$ cat src/rtl/core/url_percent_decoder_utf8_core_assert.svh
// assertion macros for the core modules, used by the output queue
`ifndef URL_PERCENT_DECODER_UTF8_CORE_ASSERT_SVH
`define URL_PERCENT_DECODER_UTF8_CORE_ASSERT_SVH

// property checked on every rising clock edge outside reset
`define UPD_ASSERT(label, prop, msg) \
  label: assert property (@(posedge clk) disable iff (rst) (prop)) else $error(msg);

// implication whose consequent is checked in the cycle after the antecedent
`define UPD_ASSERT_NEXT(label, ante, cons, msg) \
  label: assert property (@(posedge clk) disable iff (rst) (ante) |=> (cons)) else $error(msg);

`endif

$ cat src/rtl/core/upd_pkg.sv
`timescale 1ns / 1ps
package upd_pkg;

  localparam int LENGTH_BITS_DEF = 24;
  localparam int FIELD_W         = 24;
  localparam int MAX_RESULTS     = 4;
  localparam int COUNT_W         = $clog2(MAX_RESULTS + 1);
  localparam int IDX_W           = $clog2(MAX_RESULTS);

  localparam logic [2:0] KIND_DATA       = 3'd0;
  localparam logic [2:0] KIND_OK         = 3'd1;
  localparam logic [2:0] KIND_BADCHAR    = 3'd2;
  localparam logic [2:0] KIND_BADSEQ     = 3'd3;
  localparam logic [2:0] KIND_INCOMPLETE = 3'd4;

  localparam logic [7:0] CHAR_PLUS  = 8'h2b;
  localparam logic [7:0] CHAR_PCT   = 8'h25;
  localparam logic [7:0] CHAR_SPACE = 8'h20;
  localparam logic [7:0] CHAR_LC_U  = 8'h75;
  localparam logic [7:0] CHAR_UC_U  = 8'h55;

  typedef struct packed {
    logic [7:0]         data_byte;
    logic [2:0]         kind;
    logic [FIELD_W-1:0] length;
    logic [FIELD_W-1:0] position;
  } result_t;

  typedef struct packed {
    result_t [MAX_RESULTS-1:0] res;
    logic [COUNT_W-1:0]        count;
  } group_t;

  function automatic logic is_hex(input logic [7:0] c);
    return (c >= 8'h30 && c <= 8'h39) || (c >= 8'h41 && c <= 8'h46) ||
           (c >= 8'h61 && c <= 8'h66);
  endfunction

  // valid only for hex digits
  function automatic logic [3:0] hex_val(input logic [7:0] c);
    return c[6] ? (c[3:0] + 4'd9) : c[3:0];
  endfunction

endpackage

$ cat src/rtl/core/url_percent_decoder_utf8_core.sv
`timescale 1ns / 1ps
// url percent decoder with %uXXXX to utf-8
// input channel: in_valid/in_ready carry one source byte per word (in_byte,
// end_of_stream marks the last byte of a string)
// output channel: out_valid/out_ready carry one result word: a decoded byte
// or a status (done ok, bad character, bad sequence, incomplete), with the
// decoded length and source position; run_last flags the last word that one
// source byte caused
// a result is registered: it appears in the cycle after its byte is accepted
// throughput: one byte per cycle while out_ready is high and each byte
// yields at most one word; a byte with more (utf-8 expansion plus status)
// holds the input: the result register drains one word per ready cycle
// in_ready stays high while the last word of the current group is being taken
// reset clears the escape, discard and counter state and empties the result
// register; a stalled receiver holds the current word and in_ready drops
// once the queued group cannot be replaced
module url_percent_decoder_utf8_core #(
  parameter int LENGTH_BITS = upd_pkg::LENGTH_BITS_DEF
) (
  input  logic                        clk,
  input  logic                        rst,
  input  logic                        in_valid,
  output logic                        in_ready,
  input  logic [7:0]                  in_byte,
  input  logic                        end_of_stream,
  output logic                        out_valid,
  input  logic                        out_ready,
  output logic [7:0]                  data_byte,
  output logic [2:0]                  result_kind,
  output logic [upd_pkg::FIELD_W-1:0] decoded_length,
  output logic [upd_pkg::FIELD_W-1:0] stop_position,
  output logic                        run_last
);
  import upd_pkg::*;

  group_t  group;
  result_t head;
  logic    accept;
  logic    take_ok;

  assign in_ready = take_ok;
  assign accept   = in_valid && take_ok;

  upd_decode #(
    .LENGTH_BITS(LENGTH_BITS)
  ) u_decode (
    .clk          (clk),
    .rst          (rst),
    .accept       (accept),
    .in_byte      (in_byte),
    .end_of_stream(end_of_stream),
    .group        (group)
  );

  upd_outq u_outq (
    .clk      (clk),
    .rst      (rst),
    .load     (accept),
    .group_in (group),
    .out_ready(out_ready),
    .out_valid(out_valid),
    .take_ok  (take_ok),
    .head     (head),
    .head_last(run_last)
  );

  assign data_byte      = head.data_byte;
  assign result_kind    = head.kind;
  assign decoded_length = head.length;
  assign stop_position  = head.position;

endmodule

$ cat src/rtl/core/upd_decode.sv
`timescale 1ns / 1ps
module upd_decode #(
  parameter int LENGTH_BITS = upd_pkg::LENGTH_BITS_DEF
) (
  input  logic            clk,
  input  logic            rst,
  input  logic            accept,
  input  logic [7:0]      in_byte,
  input  logic            end_of_stream,
  output upd_pkg::group_t group
);
  import upd_pkg::*;

  localparam logic [LENGTH_BITS-1:0] CNT_MAX = '1;

  function automatic logic [LENGTH_BITS-1:0] sat_add(input logic [LENGTH_BITS-1:0] v,
                                                     input logic [1:0] k);
    logic [LENGTH_BITS:0] s;
    s = {1'b0, v} + {{(LENGTH_BITS - 1){1'b0}}, k};
    return s[LENGTH_BITS] ? CNT_MAX : s[LENGTH_BITS-1:0];
  endfunction

  logic [7:0]             escape_chars [4];
  logic [2:0]             escape_count;
  logic                   discard_mode;
  logic [LENGTH_BITS-1:0] out_counter;
  logic [LENGTH_BITS-1:0] in_counter;
  logic [LENGTH_BITS-1:0] escape_start;

  logic [2:0]             escape_count_next;
  logic                   discard_mode_next;
  logic [LENGTH_BITS-1:0] out_counter_next;
  logic [LENGTH_BITS-1:0] in_counter_next;
  logic [LENGTH_BITS-1:0] escape_start_next;
  logic                   clear_all;
  logic                   chars_we;
  logic [1:0]             chars_idx;

  logic [LENGTH_BITS-1:0] in_inc;
  logic [LENGTH_BITS-1:0] len [4];
  logic [15:0]            code;
  logic [7:0]             dbyte [4];
  logic [1:0]             ndata;
  logic                   err_flag;
  logic [2:0]             err_kind;
  logic [LENGTH_BITS-1:0] err_pos;
  logic                   status_flag;
  logic [2:0]             status_kind;
  logic [LENGTH_BITS-1:0] status_pos;

  assign in_inc    = sat_add(in_counter, 2'd1);
  assign chars_idx = 2'(escape_count - 3'd1);
  assign code      = {hex_val(escape_chars[1]), hex_val(escape_chars[2]),
                      hex_val(escape_chars[3]), hex_val(in_byte)};

  always_comb begin
    for (int k = 0; k < 4; k++) begin
      len[k] = sat_add(out_counter, 2'(k));
    end
  end

  always_comb begin
    ndata             = 2'd0;
    dbyte[0]          = 8'h00;
    dbyte[1]          = 8'h00;
    dbyte[2]          = 8'h00;
    dbyte[3]          = 8'h00;
    err_flag          = 1'b0;
    err_kind          = KIND_BADSEQ;
    err_pos           = in_counter;
    status_flag       = 1'b0;
    status_kind       = KIND_OK;
    status_pos        = in_inc;
    escape_count_next = escape_count;
    escape_start_next = escape_start;
    discard_mode_next = discard_mode;
    in_counter_next   = in_counter;
    clear_all         = 1'b0;
    chars_we          = 1'b0;
    if (discard_mode) begin
      clear_all = end_of_stream;
    end else begin
      in_counter_next = in_inc;
      if (escape_count == 3'd0) begin
        if (in_byte == CHAR_PLUS) begin
          ndata    = 2'd1;
          dbyte[0] = CHAR_SPACE;
        end else if (in_byte == CHAR_PCT) begin
          escape_count_next = 3'd1;
          escape_start_next = in_counter;
        end else if (in_byte == 8'h00) begin
          err_flag = 1'b1;
          err_kind = KIND_BADCHAR;
          err_pos  = in_counter;
        end else begin
          ndata    = 2'd1;
          dbyte[0] = in_byte;
        end
      end else begin
        chars_we          = (escape_count <= 3'd4);
        escape_count_next = escape_count + 3'd1;
        if (escape_count == 3'd2) begin
          if (is_hex(escape_chars[0]) && is_hex(in_byte)) begin
            ndata             = 2'd1;
            dbyte[0]          = {hex_val(escape_chars[0]), hex_val(in_byte)};
            escape_count_next = 3'd0;
          end else if (escape_chars[0] != CHAR_LC_U && escape_chars[0] != CHAR_UC_U) begin
            err_flag          = 1'b1;
            err_pos           = escape_start;
            escape_count_next = 3'd0;
          end
        end else if (escape_count == 3'd5) begin
          if (is_hex(escape_chars[1]) && is_hex(escape_chars[2]) &&
              is_hex(escape_chars[3]) && is_hex(in_byte)) begin
            if (code < 16'h0080) begin
              ndata    = 2'd1;
              dbyte[0] = code[7:0];
            end else if (code < 16'h0800) begin
              ndata    = 2'd2;
              dbyte[0] = {3'b110, code[10:6]};
              dbyte[1] = {2'b10, code[5:0]};
            end else begin
              ndata    = 2'd3;
              dbyte[0] = {4'b1110, code[15:12]};
              dbyte[1] = {2'b10, code[11:6]};
              dbyte[2] = {2'b10, code[5:0]};
            end
          end else begin
            err_flag = 1'b1;
            err_pos  = escape_start;
          end
          escape_count_next = 3'd0;
        end
      end
      if (err_flag) begin
        status_flag = 1'b1;
        status_kind = err_kind;
        status_pos  = err_pos;
        if (end_of_stream) begin
          clear_all = 1'b1;
        end else begin
          discard_mode_next = 1'b1;
        end
      end else if (end_of_stream) begin
        status_flag = 1'b1;
        clear_all   = 1'b1;
        if (escape_count_next != 3'd0) begin
          status_kind = KIND_INCOMPLETE;
          status_pos  = escape_start_next;
        end
      end
    end
    out_counter_next = len[ndata];
  end

  // results in order: data bytes, then the status word if any
  always_comb begin
    group.count = COUNT_W'(ndata) + COUNT_W'(status_flag);
    for (int i = 0; i < MAX_RESULTS; i++) begin
      group.res[i] = '0;
      if (2'(i) < ndata) begin
        group.res[i].data_byte = dbyte[i];
        group.res[i].kind      = KIND_DATA;
        group.res[i].length    = FIELD_W'(len[2'(i + 1)]);
        group.res[i].position  = FIELD_W'(in_counter);
      end else if (2'(i) == ndata && status_flag) begin
        group.res[i].kind      = status_kind;
        group.res[i].length    = FIELD_W'(len[ndata]);
        group.res[i].position  = FIELD_W'(status_pos);
      end
    end
  end

  always_ff @(posedge clk) begin
    if (rst) begin
      escape_count <= 3'd0;
      discard_mode <= 1'b0;
      out_counter  <= '0;
      in_counter   <= '0;
      escape_start <= '0;
    end else if (accept) begin
      if (clear_all) begin
        escape_count <= 3'd0;
        discard_mode <= 1'b0;
        out_counter  <= '0;
        in_counter   <= '0;
        escape_start <= '0;
      end else begin
        escape_count <= escape_count_next;
        discard_mode <= discard_mode_next;
        out_counter  <= out_counter_next;
        in_counter   <= in_counter_next;
        escape_start <= escape_start_next;
      end
    end
  end

  always_ff @(posedge clk) begin
    if (accept && chars_we) begin
      escape_chars[chars_idx] <= in_byte;
    end
  end

endmodule

$ cat src/rtl/core/upd_outq.sv
`timescale 1ns / 1ps
`include "url_percent_decoder_utf8_core_assert.svh"
module upd_outq (
  input  logic             clk,
  input  logic             rst,
  input  logic             load,
  input  upd_pkg::group_t  group_in,
  input  logic             out_ready,
  output logic             out_valid,
  output logic             take_ok,
  output upd_pkg::result_t head,
  output logic             head_last
);
  import upd_pkg::*;

  group_t             grp;
  logic [COUNT_W-1:0] count;
  logic [IDX_W-1:0]   idx;
  logic               busy;

  assign busy      = (count != '0);
  assign head_last = busy && (COUNT_W'(idx) == count - COUNT_W'(1));
  assign take_ok   = !busy || (head_last && out_ready);
  assign out_valid = busy;
  assign head      = grp.res[idx];

  always_ff @(posedge clk) begin
    if (rst) begin
      count <= '0;
      idx   <= '0;
    end else if (load) begin
      count <= group_in.count;
      idx   <= '0;
    end else if (busy && out_ready) begin
      if (head_last) begin
        count <= '0;
      end else begin
        idx <= idx + IDX_W'(1);
      end
    end
  end

  always_ff @(posedge clk) begin
    if (load) begin
      grp <= group_in;
    end
  end

  `UPD_ASSERT(a_idx_in_range, !busy || (COUNT_W'(idx) < count), "result index past group end")
  `UPD_ASSERT_NEXT(a_hold_on_stall, busy && !out_ready, (count == $past(count)) && (idx == $past(idx)), "result moved while stalled")
  `UPD_ASSERT_NEXT(a_step_next, busy && out_ready && !head_last, idx == $past(idx) + IDX_W'(1), "result skipped in group")

endmodule

$ cat config.mk
export PLATFORM = sky130hd
export DESIGN_NAME = url_percent_decoder_utf8_core
export DESIGN_NICKNAME = d
export VERILOG_FILES = /design/src/rtl/core/upd_pkg.sv /design/src/rtl/core/url_percent_decoder_utf8_core.sv /design/src/rtl/core/upd_decode.sv /design/src/rtl/core/upd_outq.sv
export VERILOG_INCLUDE_DIRS = /design/src /design/src/rtl/core
export SDC_FILE = /design/constraint.sdc
export NUM_CORES = 1
export LEC_CHECK = 0
export BUFFER_PORTS_ARGS = -buffer_cell sky130_fd_sc_hd__buf_2
export CORE_UTILIZATION = 45
export DETAILED_ROUTE_END_ITERATION = 16
export PLACE_DENSITY = 0.69
export SYNTH_ARGS = -nofsm -noshare
export SYNTH_HDL_FRONTEND = slang
export SYNTH_SLANG_ARGS = --single-unit
$ cat constraint.sdc
create_clock -name clk -period 13.12 [get_ports clk]
set_clock_uncertainty 0.05 [all_clocks]
set_input_delay 2.624 -clock clk [delete_from_list [all_inputs] [get_ports clk]]
set_output_delay 2.624 -clock clk [all_outputs]
set_load 0.005 [all_outputs]
Yosys cells after proc, flatten, opt, wreduce, memory -nomap -nowiden
Memories as Yosys holds them, arrays and structs flattened.
Index checks and enable logic that the tools add are counted.
- RAM bits: 32
- output and inout port bits: 62
- latch bits: 0
- memories: 1
- logic and storage cells: 265
- bits in registers: 309
- memory bits (read-only): 0
- input port bits: 13
- $add $sub $neg: 14
- $lt $le $gt $ge: 39
- equal/unequal tests: 11
- multiplexer cells: 106
- reduce and logical (&&, ||, !) cells: 60
- div/mod/pow operators: 0
- shift operators: 0
- multiply operators: 0
- bitwise logic cells: 11
- memory list (memory ; words ; width ; rd ports ; clocked after Yosys merged registers in ; write ports ; line ; RTL):
    u_decode.escape_chars ; 4 ; 8 ; 4 ; 0 ; 1 ; upd_decode.sv:23 ; logic [7:0] escape_chars [4];
- operators by type and width (cell ; number):
    24-bit 2-to-1 mux ; 26
    48-bit 2-to-1 mux ; 8
    59-bit binary-select mux with 2-bit select ; 1
    8-bit by 7-bit greater-or-equal comparator with 1-bit output, second input constant ; 10
    8-bit by 7-bit <= comparator with 1-bit output, second input constant ; 10
    8-bit 2-to-1 mux ; 8
    3-bit 2-to-1 mux ; 20
    59-bit 2-to-1 mux ; 1
    24-bit by 1-bit adder with 25-bit output, second input constant ; 2
    24-bit by 2-bit adder with 25-bit output, second input constant ; 2
    24-bit binary-select mux with 2-bit select ; 1
    8-bit by 6-bit greater-or-equal comparator with 1-bit output, second input constant ; 5
    8-bit by 6-bit <= comparator with 1-bit output, second input constant ; 5
    1-bit logical AND ; 29
    1-bit 2-to-1 mux ; 26
    4-bit adder, second input constant ; 5
    4-bit 2-to-1 mux ; 5
    8-bit by 6-bit == test with 1-bit output, second input constant ; 2
    16-bit by 12-bit less-than comparator with 1-bit output, second input constant ; 1
    16-bit by 8-bit less-than comparator with 1-bit output, second input constant ; 1
    16-bit 2-to-1 mux ; 1
    2-bit 2-to-1 mux ; 8
    8-bit by 7-bit inequality test with 1-bit output, second input constant ; 2
    14-bit 2-to-1 mux ; 1
    other kinds (29) ; 61

Longest topological paths before layout
An unclocked memory read counts as a cell.
- depth after elaboration: 19
- mapped depth: 15
- depth with buffers taken out: 13

By module
Synthesis repeated with hierarchy kept, for this count alone.
- cells, all modules: 1902
- area, all modules: 19682.6 um2
- by module, submodules not included (module ; area an instance (um2) ; seq. area each (um2) ; times used ; cells an instance):
    upd_decode ; 10890.4 ; 2482.4 ; 1 ; 1556
    upd_outq ; 8785.9 ; 7186.9 ; 1 ; 345
    url_percent_decoder_utf8_core ; 6.3 ; 0.0 ; 1 ; 1

Worst setup path after synthesis
OpenSTA, ideal clock, no wires.
- kind: input port to flip-flop
- start point: in out_ready
- end point: reg u_decode.escape_start[0]
- path buffers: 1
- stages: 9
- arrival time: 10.192 ns
- slack: 2.813 ns
- library setup time: 0.065 ns
- cell sequence: nand2_1 -> nand2_1 -> nand2_1 -> clkinv_1 -> o21ai_1 -> a21o_1 -> clkbuf_1 -> a22oi_1 -> nor2_1
- cells in the longest elaborated chain, start to end: 4
- RTL lines (what ; line ; RTL):
    start: declaration ; url_percent_decoder_utf8_core.sv:27 ; input logic out_ready,
    1-bit logical AND ; upd_outq.sv:23 ; assign take_ok = !busy || (head_last && out_ready);
    1-bit logical OR ; upd_outq.sv:23 ;
    via in_ready ; url_percent_decoder_utf8_core.sv:23 ; output logic in_ready,
    1-bit logical AND ; url_percent_decoder_utf8_core.sv:42 ; assign accept = in_valid && take_ok;
    via accept ; url_percent_decoder_utf8_core.sv:38 ; logic accept;
    2-bit AND reduction (no line) ; -- ;
    end signal: assignment ; upd_decode.sv:193 ; escape_start <= escape_start_next;
    end: declaration ; upd_decode.sv:28 ; logic [LENGTH_BITS-1:0] escape_start;
The timed path passes the listed nets, and every way through them passes these cells.
A chain may end at the register's enable or synchronous reset.

Worst setup path after layout
- start point: in in_byte[0]
- end point: reg u_outq.grp[206] (netlist bit), data pin
- cells in the longest elaborated chain, start to end: 16
- elaborated cells between the ends (all ways): 51
- RTL lines (what ; line ; RTL):
    start: declaration ; url_percent_decoder_utf8_core.sv:24 ; input logic [7:0] in_byte,
    4-bit adder (tied with other cells) ; upd_pkg.sv:41 ; return c[6] ? (c[3:0] + 4'd9) : c[3:0];
    4-bit 2-to-1 mux / 1-bit logical AND (equally long branches) ; upd_pkg.sv:41, upd_pkg.sv:35 ;
    16-bit by 12-bit less-than comparator with 1-bit output / 1-bit logical OR (equally long branches) ; upd_decode.sv:118, upd_pkg.sv:35 ;
    1-bit 2-to-1 mux / 1-bit logical OR (equally long branches) ; upd_decode.sv:118, upd_pkg.sv:35 ;
    2-bit 2-to-1 mux / 1-bit logical AND (equally long branches) ; upd_decode.sv:115, upd_decode.sv:114 ;
    2-bit 2-to-1 mux ; upd_decode.sv:113 ; if (is_hex(escape_chars[1]) && is_hex(escape_chars[2]) &&
    2-bit 2-to-1 mux ; upd_decode.sv:112 ; end else if (escape_count == 3'd5) begin
    2-bit 2-to-1 mux ; upd_decode.sv:102 ; if (escape_count == 3'd2) begin
    2-bit 2-to-1 mux ; upd_decode.sv:84 ; if (escape_count == 3'd0) begin
    2-bit 2-to-1 mux ; upd_decode.sv:80 ; if (discard_mode) begin
    2-bit NOT with 3-bit output (not written as such) ; upd_decode.sv:168 ; group.res[i].length = FIELD_W'(len[ndata]);
    24-bit binary-select mux with 2-bit select ; upd_decode.sv:168 ;
    24-bit 2-to-1 mux (not written as such) (2 in series) ; upd_decode.sv:168 ;
    48-bit 2-to-1 mux ; upd_decode.sv:166 ; end else if (2'(i) == ndata && status_flag) begin
    48-bit 2-to-1 mux (*) ; upd_decode.sv:161 ; if (2'(i) < ndata) begin
    end signal: assignment ; upd_outq.sv:45 ; grp <= group_in;
    end: declaration ; upd_outq.sv:16 ; group_t grp;
Mark *: on every way between the ends. The rest lies on a longest branch, timed or not. The select of a mux whose other input is x is not followed.

==> results.sh <==
export IMPL_hold_depth=2
export IMPL_grt_max_degree=153
export IMPL_setup_slack_ns=6.11
export IMPL_synthArstFlopShare=0
export IMPL_netlist_top_cells_area="edfxtp_1 (42%), dfxtp_1 (8.8%), mux4_2 (6.3%)"
export IMPL_maxSlewHeadroom=0.285
export IMPL_worstPathMaxFanout=37
export IMPL_slew_violations=0
export IMPL_synthTopCellsByCount="edfxtp_1 (258), nor2_1 (246), nand2_1 (224)"
export IMPL_yosysUniqueCellTypes=83
export IMPL_numPortBuffers=74
export IMPL_drtAntennaViolNets=0
export IMPL_clk_pin_slew_worst_paths_ns=0.07
export IMPL_vdd_ir_drop_max_v=0.0000988
export IMPL_synthMostInstantiatedCell="edfxtp_1"
export IMPL_outcome="finished clean"
export IMPL_fp_row_count=73
export IMPL_cts_resized=0
export IMPL_cts_root_buf="clkbuf_16"
export IMPL_cts_buffer_depth=3
export IMPL_synth_edff_count=258
export IMPL_diodes=0
export IMPL_ys_seq_area_frac=0.508
export IMPL_cts_buffers=37
export IMPL_path_class="primary input to flop"
export IMPL_tritoncts="done"
export IMPL_first_pass_iters=8
export IMPL_synth_top_area_frac=0.420
export IMPL_critPathCaptureType="flop"
export IMPL_wl_microns=50700
export IMPL_rr_worst_depth=13
export IMPL_yosys_warnings=0
export IMPL_hp_start="u_outq.count[1]"
export IMPL_avgRoutedWirePerCell_microns=21.3
export IMPL_dr_total_vias=14600
export IMPL_syn_cell_area_sq_um=18500
export IMPL_post_cts_buffers=0
export IMPL_syn_instance_count=1841
export IMPL_powerDensity_nw_per_um2=120
export IMPL_grt_pass1_wl_microns=80000
export IMPL_setup_viol=0
export IMPL_place_ws_ns=5.66
export IMPL_r2r_setup_slack_ns=7.67
export IMPL_setup_tns_ns=0
export IMPL_crit_path_start_kind="primary input"
export IMPL_layout_nets=1880
export IMPL_hold_class="flop to flop"
export IMPL_hold_buffers=0
export IMPL_min_period_ns=7.01
export IMPL_cp_data_required_time_ns=13.47
export IMPL_dieArea_sq_um=41800
export IMPL_tightest_slew_ns=1.07
export IMPL_core_area_sq_um=40100
export IMPL_max_freq_mhz=143
export IMPL_yosysTopAreaCell="edfxtp_1"
export IMPL_syn_avg_cell_area_sq_um=10.0
export IMPL_yosys_register_bits=339
export IMPL_post_route_period_util=0.535
export IMPL_worstReg2RegStart="u_decode.escape_chars[1][0]"
export IMPL_drt_initial_drc_count=1545
export IMPL_drive_gt1_frac=0.134
export IMPL_place_congestion=0.954
export IMPL_first_global_vias=14200
export IMPL_grt_overflow=0
export IMPL_clock_latency_ns=0.56
export IMPL_synthFlopType="edfxtp_1"
export IMPL_hpwl_microns=32200
export IMPL_drc=0
export IMPL_antenna_found_initial=1
export IMPL_die_w_microns=205
export IMPL_io_pin_count=75
export IMPL_crit_arrival_ns=7.36
export IMPL_maxCapViolCount=0
export IMPL_r2r_end="u_outq.grp[206]"
export IMPL_grt_use_total=0.246
export IMPL_syn2layout_area_growth_pct=10.1
export IMPL_htree_levels=2
export IMPL_hold_violations=0
export IMPL_fp_dieH_microns=205
export IMPL_initial_core_util=0.460
export IMPL_vias_per_cell=6.11
export IMPL_leakage_uw=0.00690
export IMPL_worstHoldEndpoint="u_outq.count[1]"
export IMPL_cts_sinks=339
export IMPL_rsz0062_at_grt="false"
==> cell usage in the layout (no fill, tap or decap), types with 9 or more instances in the layout <==
| cell type | netlist | layout |
|---|---|---|
| inv_1 | 39 | 39 |
| o211ai_1 | 9 | 9 |
| mux4_2 | 52 | 52 |
| edfxtp_1 | 258 | 258 |
| buf_2 | 25 | 74 |
| a22oi_1 | 57 | 57 |
| and2_1 | 10 | 10 |
| ha_1 | 37 | 37 |
| a31oi_1 | 19 | 19 |
| o22ai_1 | 23 | 23 |
| nand2_1 | 224 | 223 |
| a2bb2oi_1 | 11 | 11 |
| and3_1 | 29 | 29 |
| nor2_1 | 246 | 245 |
| buf_4 | 3 | 22 |
| clkbuf_16 | 0 | 39 |
| mux2i_1 | 20 | 20 |
| nor3_1 | 41 | 40 |
| nand2b_1 | 13 | 13 |
| a21oi_1 | 102 | 100 |
| xor2_1 | 20 | 20 |
| nand4_1 | 15 | 15 |
| nor2b_1 | 16 | 16 |
| nand3_1 | 58 | 57 |
| dfxtp_1 | 81 | 79 |
| xnor2_1 | 29 | 29 |
| o21ai_0 | 146 | 146 |
==> power breakdown <==
| part | leakage, uW | switching, uW | internal [uW] |
|---|---|---|---|
| Sequential | 0.00319 | 16.9 | 1210 |
| Clock | 0.000603 | 434 | 634 |
| Combinational | 0.00310 | 98.2 | 51.3 |
==> state kept, by name, summed over array words and instances (netlist names) <==
signal	cells
u_decode.in_counter	24
u_decode.escape_chars	32
u_decode.escape_count	3
u_outq.grp	226
u_decode.discard_mode	1
u_decode.out_counter	24
u_outq.idx	2
u_outq.count	3
u_decode.escape_start	24
==> critical path: stages <==
cell       delay [ns]
buf_2            0.19
inv_1            0.11
ha_1             0.23
nor4b_2          0.17
nor3b_2          0.21
or4b_4           0.52
a2111oi_4        0.37
o211ai_1         0.14
a31o_2           0.51
inv_2            0.54
nand2_1          0.27
inv_2            0.44
nand2_2          0.32
buf_4            0.42
a21oi_1          0.23
==> area by class of cell <==
cell class              instances  area, sq um
multi-input cells            1312         8340
flip-flops and latches        339         9370
inverters                      44          173
clock inverters                16          171
repair buffers                 96          536
fillers                      3561        19800
well taps                     525          657
clock buffers                  52         1070
==> cells by family (layout without fill, tap and decap cells) <==
logic type      Yosys count  count (layout)  synth area share
other cells               1               5          0.000203
flops                   339             339             0.508
simple gates            701             701             0.173
mux                      77              77            0.0780
xor+xnor                 49              49            0.0233
buf+inv                 194             208            0.0426
fa+ha+maj                37              37            0.0251
compound gates          443             443             0.150
==> per-layer routing <==
metal	up-vias	GRT usage	share of wire	routed length (microns)
met4	2	0.0983	0.034	1730
met3	106	0.0460	0.081	4100
met2	633	0.391	0.47	23600
met1	7141	0.332	0.42	21300
met5	-	0	0.00026	13
li1	6688	-	-	-
==> metrics by stage <==
step                hold WS [ns]  total power [uW]  instance area, sq um  cells  utilization
finish                     0.436              2440                 20300   2384        0.507
global route               0.482              2510                 20300   2384        0.507
CTS                        0.440              2460                 20300   2384        0.507
detailed placement         0.432              1400                 19100   2316        0.476
global placement           0.414              1390                 19100   2316        0.476
floorplan                  0.398              1350                 18500   1845            -
==> worst max path at each step <==
stage	endpoint	startpoint	cells after the start
after floorplan	u_decode.escape_start[0]	out_ready	9
after global placement	u_outq.grp[206]	in_byte[0]	15
after detailed placement	u_outq.grp[206]	in_byte[0]	15
after CTS	u_outq.grp[206]	in_byte[0]	15
after global routing	u_outq.grp[193]	in_byte[0]	15
final	u_outq.grp[206]	in_byte[0]	15
Note: power is estimated with default switching activity, not from simulation.
